### config.mk
export PLATFORM = sky130hd
export DESIGN_NAME = page_extent_allocator
export DESIGN_NICKNAME = d
export VERILOG_FILES = /design/src/rtl/core/pea_pkg.sv /design/src/rtl/core/pea_table.sv /design/src/rtl/core/pea_ctrl.sv /design/src/rtl/core/page_extent_allocator.sv
export SDC_FILE = /design/constraint.sdc
export NUM_CORES = 2
export LEC_CHECK = 0
export BUFFER_PORTS_ARGS = -buffer_cell sky130_fd_sc_hd__clkbuf_2
export CAP_MARGIN = 40
export CORE_UTILIZATION = 59
export DETAILED_ROUTE_END_ITERATION = 12
export PLACE_DENSITY = 0.76
export SYNTH_ARGS = -nofsm -noshare
export SYNTH_HDL_FRONTEND = slang
export SYNTH_SLANG_ARGS = --single-unit
### constraint.sdc
create_clock -name clk -period 10.9 [get_ports clk]
set_input_delay 1.635 -clock clk [delete_from_list [all_inputs] [get_ports clk]]
set_output_delay 1.635 -clock clk [all_outputs]
set_load 0.1 [all_outputs]
### src/rtl/core/pea_pkg.sv
`timescale 1ns / 1ps
package pea_pkg;

    localparam int MAX_EXTENTS = 64;
    localparam int PAGE_BITS   = 20;
    localparam int COUNT_BITS  = PAGE_BITS + 1;
    localparam int IDX_BITS    = $clog2(MAX_EXTENTS);
    localparam int CNT_BITS    = $clog2(MAX_EXTENTS + 1);
    localparam int CFG_BITS    = COUNT_BITS;

    // Command codes.
    localparam logic [1:0] CMD_ALLOC = 2'd0;
    localparam logic [1:0] CMD_FREE  = 2'd1;
    localparam logic [1:0] CMD_INIT  = 2'd2;

    // Status codes.
    localparam logic [1:0] ST_OK    = 2'd0;
    localparam logic [1:0] ST_NOFIT = 2'd1;
    localparam logic [1:0] ST_FULL  = 2'd2;
    localparam logic [1:0] ST_ZERO  = 2'd3;

    // Configuration register indexes.
    localparam logic REG_BASE  = 1'b0;
    localparam logic REG_PAGES = 1'b1;

    typedef struct packed {
        logic [1:0]            cmd;
        logic [PAGE_BITS-1:0]  page_index;
        logic [COUNT_BITS-1:0] page_count;
    } cmd_t;

    typedef struct packed {
        logic [PAGE_BITS-1:0] alloc_page;
        logic [1:0]           status;
    } result_t;

    // Datapath operations requested by the controller.
    localparam logic [2:0] OP_NONE   = 3'd0;
    localparam logic [2:0] OP_LATCH  = 3'd1;
    localparam logic [2:0] OP_READ   = 3'd2;
    localparam logic [2:0] OP_WRITE  = 3'd3;
    localparam logic [2:0] OP_MOVE   = 3'd4;

    // Controller to datapath.
    typedef struct packed {
        logic [2:0]          op;
        logic [IDX_BITS-1:0] rd_idx;
        logic [IDX_BITS-1:0] wr_idx;
        logic                wr_from_rd;
        logic [PAGE_BITS-1:0]  wr_start;
        logic [COUNT_BITS-1:0] wr_len;
    } dp_cmd_t;

    // Datapath to controller: registered read data.
    typedef struct packed {
        logic [PAGE_BITS-1:0]  start;
        logic [COUNT_BITS-1:0] len;
    } dp_stat_t;

    // Saturate a run so that it ends at or before the top of page space.
    function automatic logic [COUNT_BITS-1:0] clamp_len(
        input logic [PAGE_BITS-1:0]  start,
        input logic [COUNT_BITS-1:0] len
    );
        logic [COUNT_BITS-1:0] room;
        room = (COUNT_BITS'(1) << PAGE_BITS) - {1'b0, start};
        return (len > room) ? room : len;
    endfunction

endpackage

### src/rtl/core/pea_table.sv
`timescale 1ns / 1ps
module pea_table (
    input  logic              clk,
    input  pea_pkg::dp_cmd_t  dcmd,
    output pea_pkg::dp_stat_t dstat
);
    import pea_pkg::*;

    logic [PAGE_BITS-1:0]  start_mem [MAX_EXTENTS];
    logic [COUNT_BITS-1:0] len_mem   [MAX_EXTENTS];
    logic [PAGE_BITS-1:0]  rd_start_reg;
    logic [COUNT_BITS-1:0] rd_len_reg;

    // One registered read port and one write port; a move writes the last read beat.
    always_ff @(posedge clk)
    begin
        if (dcmd.op == OP_READ)
        begin
            rd_start_reg <= start_mem[dcmd.rd_idx];
            rd_len_reg   <= len_mem[dcmd.rd_idx];
        end
        if (dcmd.op == OP_WRITE || dcmd.op == OP_MOVE)
        begin
            start_mem[dcmd.wr_idx] <= dcmd.wr_from_rd ? rd_start_reg : dcmd.wr_start;
            len_mem[dcmd.wr_idx]   <= dcmd.wr_from_rd ? rd_len_reg : dcmd.wr_len;
        end
    end

    assign dstat.start = rd_start_reg;
    assign dstat.len   = rd_len_reg;

endmodule

### src/rtl/core/pea_ctrl.sv
`timescale 1ns / 1ps
module pea_ctrl (
    input  logic                            clk,
    input  logic                            rst_n,
    input  logic                            start,
    output logic                            busy,
    input  pea_pkg::cmd_t                   cmd_in,
    input  logic [pea_pkg::PAGE_BITS-1:0]   region_base,
    input  logic [pea_pkg::COUNT_BITS-1:0]  region_pages,
    output pea_pkg::dp_cmd_t                dcmd,
    input  pea_pkg::dp_stat_t               dstat,
    output logic                            done,
    output pea_pkg::result_t                result
);
    import pea_pkg::*;

    localparam logic [3:0] S_IDLE   = 4'd0;
    localparam logic [3:0] S_AREAD  = 4'd1;
    localparam logic [3:0] S_ACHK   = 4'd2;
    localparam logic [3:0] S_FREAD  = 4'd3;
    localparam logic [3:0] S_FCHK   = 4'd4;
    localparam logic [3:0] S_FLREAD = 4'd5;
    localparam logic [3:0] S_FLCHK  = 4'd6;
    localparam logic [3:0] S_DREAD  = 4'd7;
    localparam logic [3:0] S_DMOVE  = 4'd8;
    localparam logic [3:0] S_UREAD  = 4'd9;
    localparam logic [3:0] S_UMOVE  = 4'd10;
    localparam logic [3:0] S_REPLY  = 4'd11;
    localparam logic [3:0] S_RRD    = 4'd12;
    localparam logic [3:0] S_RCHK   = 4'd13;

    logic [3:0]            state_reg, state_next;
    logic [CNT_BITS-1:0]   count_reg, count_next;
    logic [CNT_BITS-1:0]   pos_reg, pos_next;
    logic [CNT_BITS-1:0]   k_reg, k_next;
    logic [PAGE_BITS-1:0]  p_reg, p_next;
    logic [COUNT_BITS-1:0] n_reg, n_next;
    logic [PAGE_BITS-1:0]  page_reg, page_next;
    logic [1:0]            status_reg, status_next;
    logic                  ltouch_reg, ltouch_next;
    logic [COUNT_BITS-1:0] llen_reg, llen_next;
    logic                  done_reg, done_next;
    logic [COUNT_BITS-1:0] rem_len;
    logic [PAGE_BITS:0]    end_l;
    logic [PAGE_BITS:0]    end_p;
    logic [COUNT_BITS-1:0] init_len;

    assign rem_len  = dstat.len - n_reg;
    assign end_l    = {1'b0, dstat.start} + dstat.len[PAGE_BITS:0];
    assign end_p    = {1'b0, p_reg} + n_reg[PAGE_BITS:0];
    assign init_len = clamp_len(region_base, region_pages);

    // Sequencer: scans and shifts the table one entry per step.
    always_comb
    begin
        state_next  = state_reg;
        count_next  = count_reg;
        pos_next    = pos_reg;
        k_next      = k_reg;
        p_next      = p_reg;
        n_next      = n_reg;
        page_next   = page_reg;
        status_next = status_reg;
        ltouch_next = ltouch_reg;
        llen_next   = llen_reg;
        done_next   = 1'b0;
        dcmd        = '0;
        dcmd.op     = OP_NONE;
        case (state_reg)
            S_IDLE:
            begin
                if (start)
                begin
                    p_next      = cmd_in.page_index;
                    n_next      = cmd_in.page_count;
                    page_next   = '0;
                    status_next = ST_OK;
                    pos_next    = '0;
                    state_next  = S_REPLY;
                    case (cmd_in.cmd)
                        CMD_ALLOC:
                        begin
                            if (cmd_in.page_count == '0)
                                status_next = ST_ZERO;
                            else if (count_reg == '0)
                                status_next = ST_NOFIT;
                            else
                                state_next = S_AREAD;
                        end
                        CMD_FREE:
                        begin
                            n_next = clamp_len(cmd_in.page_index, cmd_in.page_count);
                            if (cmd_in.page_count == '0)
                                status_next = ST_ZERO;
                            else if (count_reg == '0)
                                state_next = S_UREAD;
                            else
                                state_next = S_FREAD;
                        end
                        CMD_INIT:
                        begin
                            if (init_len == '0)
                                count_next = '0;
                            else
                            begin
                                count_next    = CNT_BITS'(1);
                                dcmd.op       = OP_WRITE;
                                dcmd.wr_idx   = '0;
                                dcmd.wr_start = region_base;
                                dcmd.wr_len   = init_len;
                            end
                        end
                        default:
                        begin
                        end
                    endcase
                    k_next = count_reg;
                end
            end
            S_AREAD:
            begin
                dcmd.op     = OP_READ;
                dcmd.rd_idx = pos_reg[IDX_BITS-1:0];
                state_next  = S_ACHK;
            end
            S_ACHK:
            begin
                if (n_reg == dstat.len)
                begin
                    page_next  = dstat.start;
                    k_next     = pos_reg;
                    state_next = S_DREAD;
                end
                else if (n_reg < dstat.len)
                begin
                    page_next     = dstat.start + rem_len[PAGE_BITS-1:0];
                    dcmd.op       = OP_WRITE;
                    dcmd.wr_idx   = pos_reg[IDX_BITS-1:0];
                    dcmd.wr_start = dstat.start;
                    dcmd.wr_len   = rem_len;
                    state_next    = S_REPLY;
                end
                else if (pos_reg + 1'b1 == count_reg)
                begin
                    status_next = ST_NOFIT;
                    state_next  = S_REPLY;
                end
                else
                begin
                    pos_next   = pos_reg + 1'b1;
                    state_next = S_AREAD;
                end
            end
            // Remove entry k: pull each later entry down by one.
            S_DREAD:
            begin
                if (k_reg + 1'b1 >= count_reg)
                begin
                    count_next = count_reg - 1'b1;
                    state_next = S_REPLY;
                end
                else
                begin
                    dcmd.op     = OP_READ;
                    dcmd.rd_idx = IDX_BITS'(k_reg + 1'b1);
                    state_next  = S_DMOVE;
                end
            end
            S_DMOVE:
            begin
                dcmd.op         = OP_MOVE;
                dcmd.wr_from_rd = 1'b1;
                dcmd.wr_idx     = k_reg[IDX_BITS-1:0];
                k_next          = k_reg + 1'b1;
                state_next      = S_DREAD;
            end
            // Find the first entry whose start is not below p.
            S_FREAD:
            begin
                dcmd.op     = OP_READ;
                dcmd.rd_idx = pos_reg[IDX_BITS-1:0];
                state_next  = S_FCHK;
            end
            S_FCHK:
            begin
                if (dstat.start < p_reg && pos_reg + 1'b1 < count_reg)
                begin
                    pos_next   = pos_reg + 1'b1;
                    state_next = S_FREAD;
                end
                else
                begin
                    if (dstat.start < p_reg)
                        pos_next = pos_reg + 1'b1;
                    state_next = S_FLREAD;
                end
            end
            S_FLREAD:
            begin
                ltouch_next = 1'b0;
                if (pos_reg == '0)
                    state_next = S_RRD;
                else
                begin
                    dcmd.op     = OP_READ;
                    dcmd.rd_idx = IDX_BITS'(pos_reg - 1'b1);
                    state_next  = S_FLCHK;
                end
            end
            S_FLCHK:
            begin
                ltouch_next = (end_l == {1'b0, p_reg});
                llen_next   = dstat.len;
                state_next  = S_RRD;
            end
            S_RRD:
            begin
                if (pos_reg < count_reg)
                begin
                    dcmd.op     = OP_READ;
                    dcmd.rd_idx = pos_reg[IDX_BITS-1:0];
                    state_next  = S_RCHK;
                end
                else if (ltouch_reg)
                begin
                    dcmd.op       = OP_WRITE;
                    dcmd.wr_idx   = IDX_BITS'(pos_reg - 1'b1);
                    dcmd.wr_start = p_reg - llen_reg[PAGE_BITS-1:0];
                    dcmd.wr_len   = llen_reg + n_reg;
                    state_next    = S_REPLY;
                end
                else if (count_reg >= CNT_BITS'(MAX_EXTENTS))
                begin
                    status_next = ST_FULL;
                    state_next  = S_REPLY;
                end
                else
                begin
                    k_next     = count_reg;
                    state_next = S_UREAD;
                end
            end
            S_RCHK:
            begin
                if (ltouch_reg && end_p == {1'b0, dstat.start})
                begin
                    dcmd.op       = OP_WRITE;
                    dcmd.wr_idx   = IDX_BITS'(pos_reg - 1'b1);
                    dcmd.wr_start = p_reg - llen_reg[PAGE_BITS-1:0];
                    dcmd.wr_len   = llen_reg + n_reg + dstat.len;
                    k_next        = pos_reg;
                    state_next    = S_DREAD;
                end
                else if (ltouch_reg)
                begin
                    dcmd.op       = OP_WRITE;
                    dcmd.wr_idx   = IDX_BITS'(pos_reg - 1'b1);
                    dcmd.wr_start = p_reg - llen_reg[PAGE_BITS-1:0];
                    dcmd.wr_len   = llen_reg + n_reg;
                    state_next    = S_REPLY;
                end
                else if (end_p == {1'b0, dstat.start})
                begin
                    dcmd.op       = OP_WRITE;
                    dcmd.wr_idx   = pos_reg[IDX_BITS-1:0];
                    dcmd.wr_start = p_reg;
                    dcmd.wr_len   = dstat.len + n_reg;
                    state_next    = S_REPLY;
                end
                else if (count_reg >= CNT_BITS'(MAX_EXTENTS))
                begin
                    status_next = ST_FULL;
                    state_next  = S_REPLY;
                end
                else
                begin
                    k_next     = count_reg;
                    state_next = S_UREAD;
                end
            end
            // Open a hole at pos: push entries up from the top, then write.
            S_UREAD:
            begin
                if (k_reg <= pos_reg)
                begin
                    dcmd.op       = OP_WRITE;
                    dcmd.wr_idx   = pos_reg[IDX_BITS-1:0];
                    dcmd.wr_start = p_reg;
                    dcmd.wr_len   = n_reg;
                    count_next    = count_reg + 1'b1;
                    state_next    = S_REPLY;
                end
                else
                begin
                    dcmd.op     = OP_READ;
                    dcmd.rd_idx = IDX_BITS'(k_reg - 1'b1);
                    state_next  = S_UMOVE;
                end
            end
            S_UMOVE:
            begin
                dcmd.op         = OP_MOVE;
                dcmd.wr_from_rd = 1'b1;
                dcmd.wr_idx     = k_reg[IDX_BITS-1:0];
                k_next          = k_reg - 1'b1;
                state_next      = S_UREAD;
            end
            S_REPLY:
            begin
                if (status_reg != ST_OK)
                    page_next = '0;
                done_next  = 1'b1;
                state_next = S_IDLE;
            end
            default:
            begin
                state_next = S_IDLE;
            end
        endcase
    end

    always_ff @(posedge clk or negedge rst_n)
    begin
        if (!rst_n)
        begin
            state_reg <= S_IDLE;
            count_reg <= '0;
            done_reg  <= 1'b0;
        end
        else
        begin
            state_reg <= state_next;
            count_reg <= count_next;
            done_reg  <= done_next;
        end
    end

    always_ff @(posedge clk)
    begin
        pos_reg    <= pos_next;
        k_reg      <= k_next;
        p_reg      <= p_next;
        n_reg      <= n_next;
        page_reg   <= page_next;
        status_reg <= status_next;
        ltouch_reg <= ltouch_next;
        llen_reg   <= llen_next;
    end

    assign busy              = (state_reg != S_IDLE);
    assign done              = done_reg;
    assign result.alloc_page = page_reg;
    assign result.status     = status_reg;

endmodule

### src/rtl/core/page_extent_allocator.sv
`timescale 1ns / 1ps
// Channel   Signals                        Beat taken when
// command   start, busy, command           start && !busy
// result    done, result                   done (one cycle, no stall)
// config    cfg_we, cfg_index, cfg_data    cfg_we
//
// The extent table has one read and one write port, so scans and shifts read each entry in
// one state and then check or move it in another. A new command can be accepted in the
// cycle that shows the result.
// Reset empties the table; no clearing pass is needed.
// The result beat is shown for one cycle and cannot be held off.
module page_extent_allocator (
    input  logic                            clk,
    input  logic                            rst_n,
    input  logic                            start,
    output logic                            busy,
    input  pea_pkg::cmd_t                   command,
    output logic                            done,
    output pea_pkg::result_t                result,
    input  logic                            cfg_we,
    input  logic                            cfg_index,
    input  logic [pea_pkg::CFG_BITS-1:0]    cfg_data
);
    import pea_pkg::*;

    logic [PAGE_BITS-1:0]  base_reg;
    logic [COUNT_BITS-1:0] pages_reg;
    dp_cmd_t               dcmd;
    dp_stat_t              dstat;
    logic                  busy_int;

    // Configuration registers.
    always_ff @(posedge clk or negedge rst_n)
    begin
        if (!rst_n)
        begin
            base_reg  <= '0;
            pages_reg <= '0;
        end
        else if (cfg_we)
        begin
            if (cfg_index == REG_BASE)
                base_reg <= cfg_data[PAGE_BITS-1:0];
            else if (cfg_index == REG_PAGES)
                pages_reg <= cfg_data;
        end
    end

    pea_ctrl u_ctrl (
        .clk          (clk),
        .rst_n        (rst_n),
        .start        (start),
        .busy         (busy_int),
        .cmd_in       (command),
        .region_base  (base_reg),
        .region_pages (pages_reg),
        .dcmd         (dcmd),
        .dstat        (dstat),
        .done         (done),
        .result       (result)
    );

    pea_table u_table (
        .clk   (clk),
        .dcmd  (dcmd),
        .dstat (dstat)
    );

    assign busy = busy_int;

endmodule
==> metrics.md <==
| Metric | Value |
|---|---|
| Final Hold Fails | `0` |
| First-pass DRT Iterations | `9` |
| Clk_lat worst skew | `between 0.9 and 1 ns` |
| Final Max Slew Viols | `0` |
| Vias in the first global route | `roughly 80000` |
| # Post-CTS Setup Buffers | `0` |
| PostCTS Resize Cnt | `0` |
| Synth top area cells | `edfxtp_1 (67%), nand2_1 (5.3%), mux2i_1 (3.8%), ha_1 (2.6%), nand3_1 (2.6%)` |
| GRT Total Usage | `a little over a third` |
| Die area | `between 200000 and 250000 um2` |
| Worst Hold Depth | `1` |
| Routing usage on met3 | `7.60%` |
| Critical path capture point type | `flip-flop` |
| Worst Max-Slew Pin Slew | `between 1 and 1.5 ns` |
| Share of cells above drive strength 1 | `10.6%` |
| Largest net degree at the start of global routing | `approximately 170` |
| Area grow syn2layout | `12.1%` |
| TritonCTS buffer count | `between 200 and 300` |
| CTS H-tree lvls | `5` |
| Fmax | `132 MHz` |
| Layout Nets | `9845` |
| Die width | `approximately 460 um` |
| Final TNS setup | `0 ns` |
| Starting density of the core | `around three fifths` |
| Syn_area_per_cell | `13.2 um2` |
| Post-Syn Instances | `around 9400` |
| Wirelength per Cell | `30.7 um` |
| Worst vdd ir | `0.000614 V` |
| DR iter-0 viols | `13900` |
| CORE AREA | `208000 um2` |
| GR Util met2 | `52.9%` |
| Initial antenna violation count | `10` |
| Worst rel slew slack | `between 20% and 30%` |
| Worst EP arrival | `between 8 and 9 ns` |
| Ys async rst share | `1.88%` |
| Post-synthesis sequential area ratio | `68.1%` |
| EDFF count, synth | `roughly 2800` |
| Row count | `between 150 and 200` |
| RSZ-0062 raised after global routing | `no` |
| DR vias | `about 85000` |
| Hold Path Class | `flip-flop to flip-flop` |
| # setup viols final | `0` |
| Critical path launch point type | `flip-flop` |
| Port bufs | `a little over 90` |
| Pre-CTS WS | `~3.5 ns` |
| Fin crit period | `around 7.6 ns` |
| Post-Route WL | `about 380 mm` |
| First-pass GRT wire length | `~550 mm` |
| Share of the synthesized area in the top cell type | `about two thirds` |
| Final Util | `approximately two thirds` |
| Post-route ant nets | `0` |
| Clk buf depth | `4` |
| Setup crit start | `base_reg[0]` |
| FF-to-FF path depth | `21` |
| Worst R2R Start | `base_reg[0]` |
| Leak pwr | `~51 nW` |
| Clk_skew | `0.0986 ns` |
| Clock root cell | `clkbuf_16` |
| Setup Crit Path Kind | `flip-flop to flip-flop` |
| Met1 usage | `approximately 50%` |
| Area leader, netlist | `edfxtp_1` |
| Vias/cell | `6.82` |
| Num ports | `93` |
| Crit path to | `u_table.len_mem[32][0]` |
| Yosys warning count | `0` |
| Fin crit share | `69.3%` |
| CP required | `11.43 ns` |
| Die height | `~460 um` |
| R2r setup slk | `approximately 3.3 ns` |
| Design Power | `about 48 mW` |
| Residual DRC count | `0` |
| Grt peak-use layer | `met2` |
| Syn nets | `9707` |
| Predominant post-synthesis flop cell | `edfxtp_1` |
| Placed Area | `approximately 130000 um2` |
| Power per Cell Area | `about 350 nW/um2` |
| Max FO, Critical Path | `40` |
| Post-synthesis cell type count | `85` |
| FF+latch count, synth | `2817` |
| Hold-fix buffers, CTS | `0` |
| MaxCap Viol Count | `0` |
| Top reg by flops | `u_table.len_mem` |
| GP Congestion | `about 1.0` |
| Top flop regs | `u_table.len_mem (1344), u_table.start_mem (1280)` |
| Sink Count | `between 2000 and 3000` |
| Grt total ovfl | `0` |
| Synth Cell Area | `124000 um2` |
| Clock slew at reported path FFs | `approximately 0.060 ns` |
| Worst setup margin | `~3.3 ns` |
| Status | `completed` |
| CTS tree | `built` |
| Dpl hpwl | `224 mm` |
| Post-route design area | `~140000 um2` |
| RR Endpoint | `u_table.len_mem[32][0]` |
| Fill count | `roughly 14000` |
| Max FFs per register | `1344` |
==> cell usage after synthesis, drive strengths merged (53+ instances only) <==
| library cell | n |
|---|---|
| a21o | 109 |
| a21oi | 478 |
| a31oi | 107 |
| and3 | 103 |
| buf | 164 |
| clkbuf | 370 |
| dfrtp | 53 |
| edfxtp | 2764 |
| ha | 260 |
| inv | 181 |
| mux2 | 54 |
| mux2i | 473 |
| mux4 | 63 |
| nand2 | 1744 |
| nand3 | 643 |
| nor2 | 252 |
| nor3 | 138 |
| o21ai | 232 |
| o221ai | 160 |
| o22ai | 73 |
| xnor2 | 148 |
| xor2 | 63 |
==> power breakdown <==
part           internal, mW  leakage [nW]  switching, mW
clock                  5.59          4.41           4.04
sequential             14.2          26.2          0.716
combinational          7.01          20.1           16.4
==> worst min path at each step <==
stage	start	end	slack, ns
after detailed placement	pages_reg[6]	pages_reg[6]	0.56
after global routing	pages_reg[9]	pages_reg[9]	0.61
after CTS	pages_reg[6]	pages_reg[6]	0.58
after global placement	pages_reg[8]	pages_reg[8]	0.56
after floorplan	u_ctrl.count_reg[3]	u_ctrl.count_reg[3]	0.50
final	pages_reg[6]	pages_reg[6]	0.59
==> logic make-up (layout without fill, tap and decap cells) <==
family                     Yosys count  count (layout)  share of synthesized area [%]
adders and majority gates          269             269                           2.77
xor gates and xnor gates           211             211                           1.49
AOI/OAI and AO/OA                 1607            1607                           8.64
buffers and inverters              717            1055                           2.29
muxes                              590             590                           5.46
other                                0               1                              0
DFF                               2817            2817                           68.1
and+or+nand+nor                   3158            3158                           11.2
==> cells in the final DEF (no fill, tap or decap), types with 148 or more instances in the layout <==
master / n
edfxtp_1: 2764
nand2_1: 1733
nand3_1: 642
a21oi_1: 476
mux2i_1: 473
clkbuf_16: 299
ha_1: 260
o21ai_0: 215
buf_4: 202
nor2_1: 183
inv_1: 180
o221ai_1: 156
xnor2_1: 148
==> per-layer routing <==
layer,wire (um),up-vias
met5,30,-
met4,24300,4
met3,51700,1129
met2,167000,6550
met1,140000,41700
li1,-,35800
==> critical path, stage by stage (launching register included) <==
cell	delay, ns
dfrtp_1	0.45
inv_1	0.12
ha_1	0.25
or4b_1	0.58
or4_1	0.64
or3_1	0.51
nor4_1	0.26
nand2b_1	0.12
ha_1	0.32
nand3_1	0.14
nor3_1	0.24
nand4_1	0.16
o211ai_1	0.31
o21ai_2	0.09
buf_4	0.25
mux2i_1	0.19
a21o_1	0.48
o211ai_1	0.32
nand4b_1	0.15
buf_4	0.25
nor2_4	0.63
buf_4	0.64
==> metrics by stage <==
stage	std cells	hold slack, ns
CTS	12500	0.581
global route	12500	0.608
global placement	11900	0.558
finish	12500	0.587
detailed placement	12000	0.564
floorplan	9369	0.500
==> layout make-up <==
class                      instances  area (um2)  share of cell area (%)
inverter                         183         687                   0.495
clock buffer                     346        7660                    5.52
clock inverter                   151        1360                   0.982
timing repair buffer             375        3530                    2.54
multi-input combinational       5835       37700                    27.2
antenna                            1        2.50                 0.00180
tap                             2788        3490                    2.51
sequential                      2817       84300                    60.8
Power figures use the tool's default switching activity.
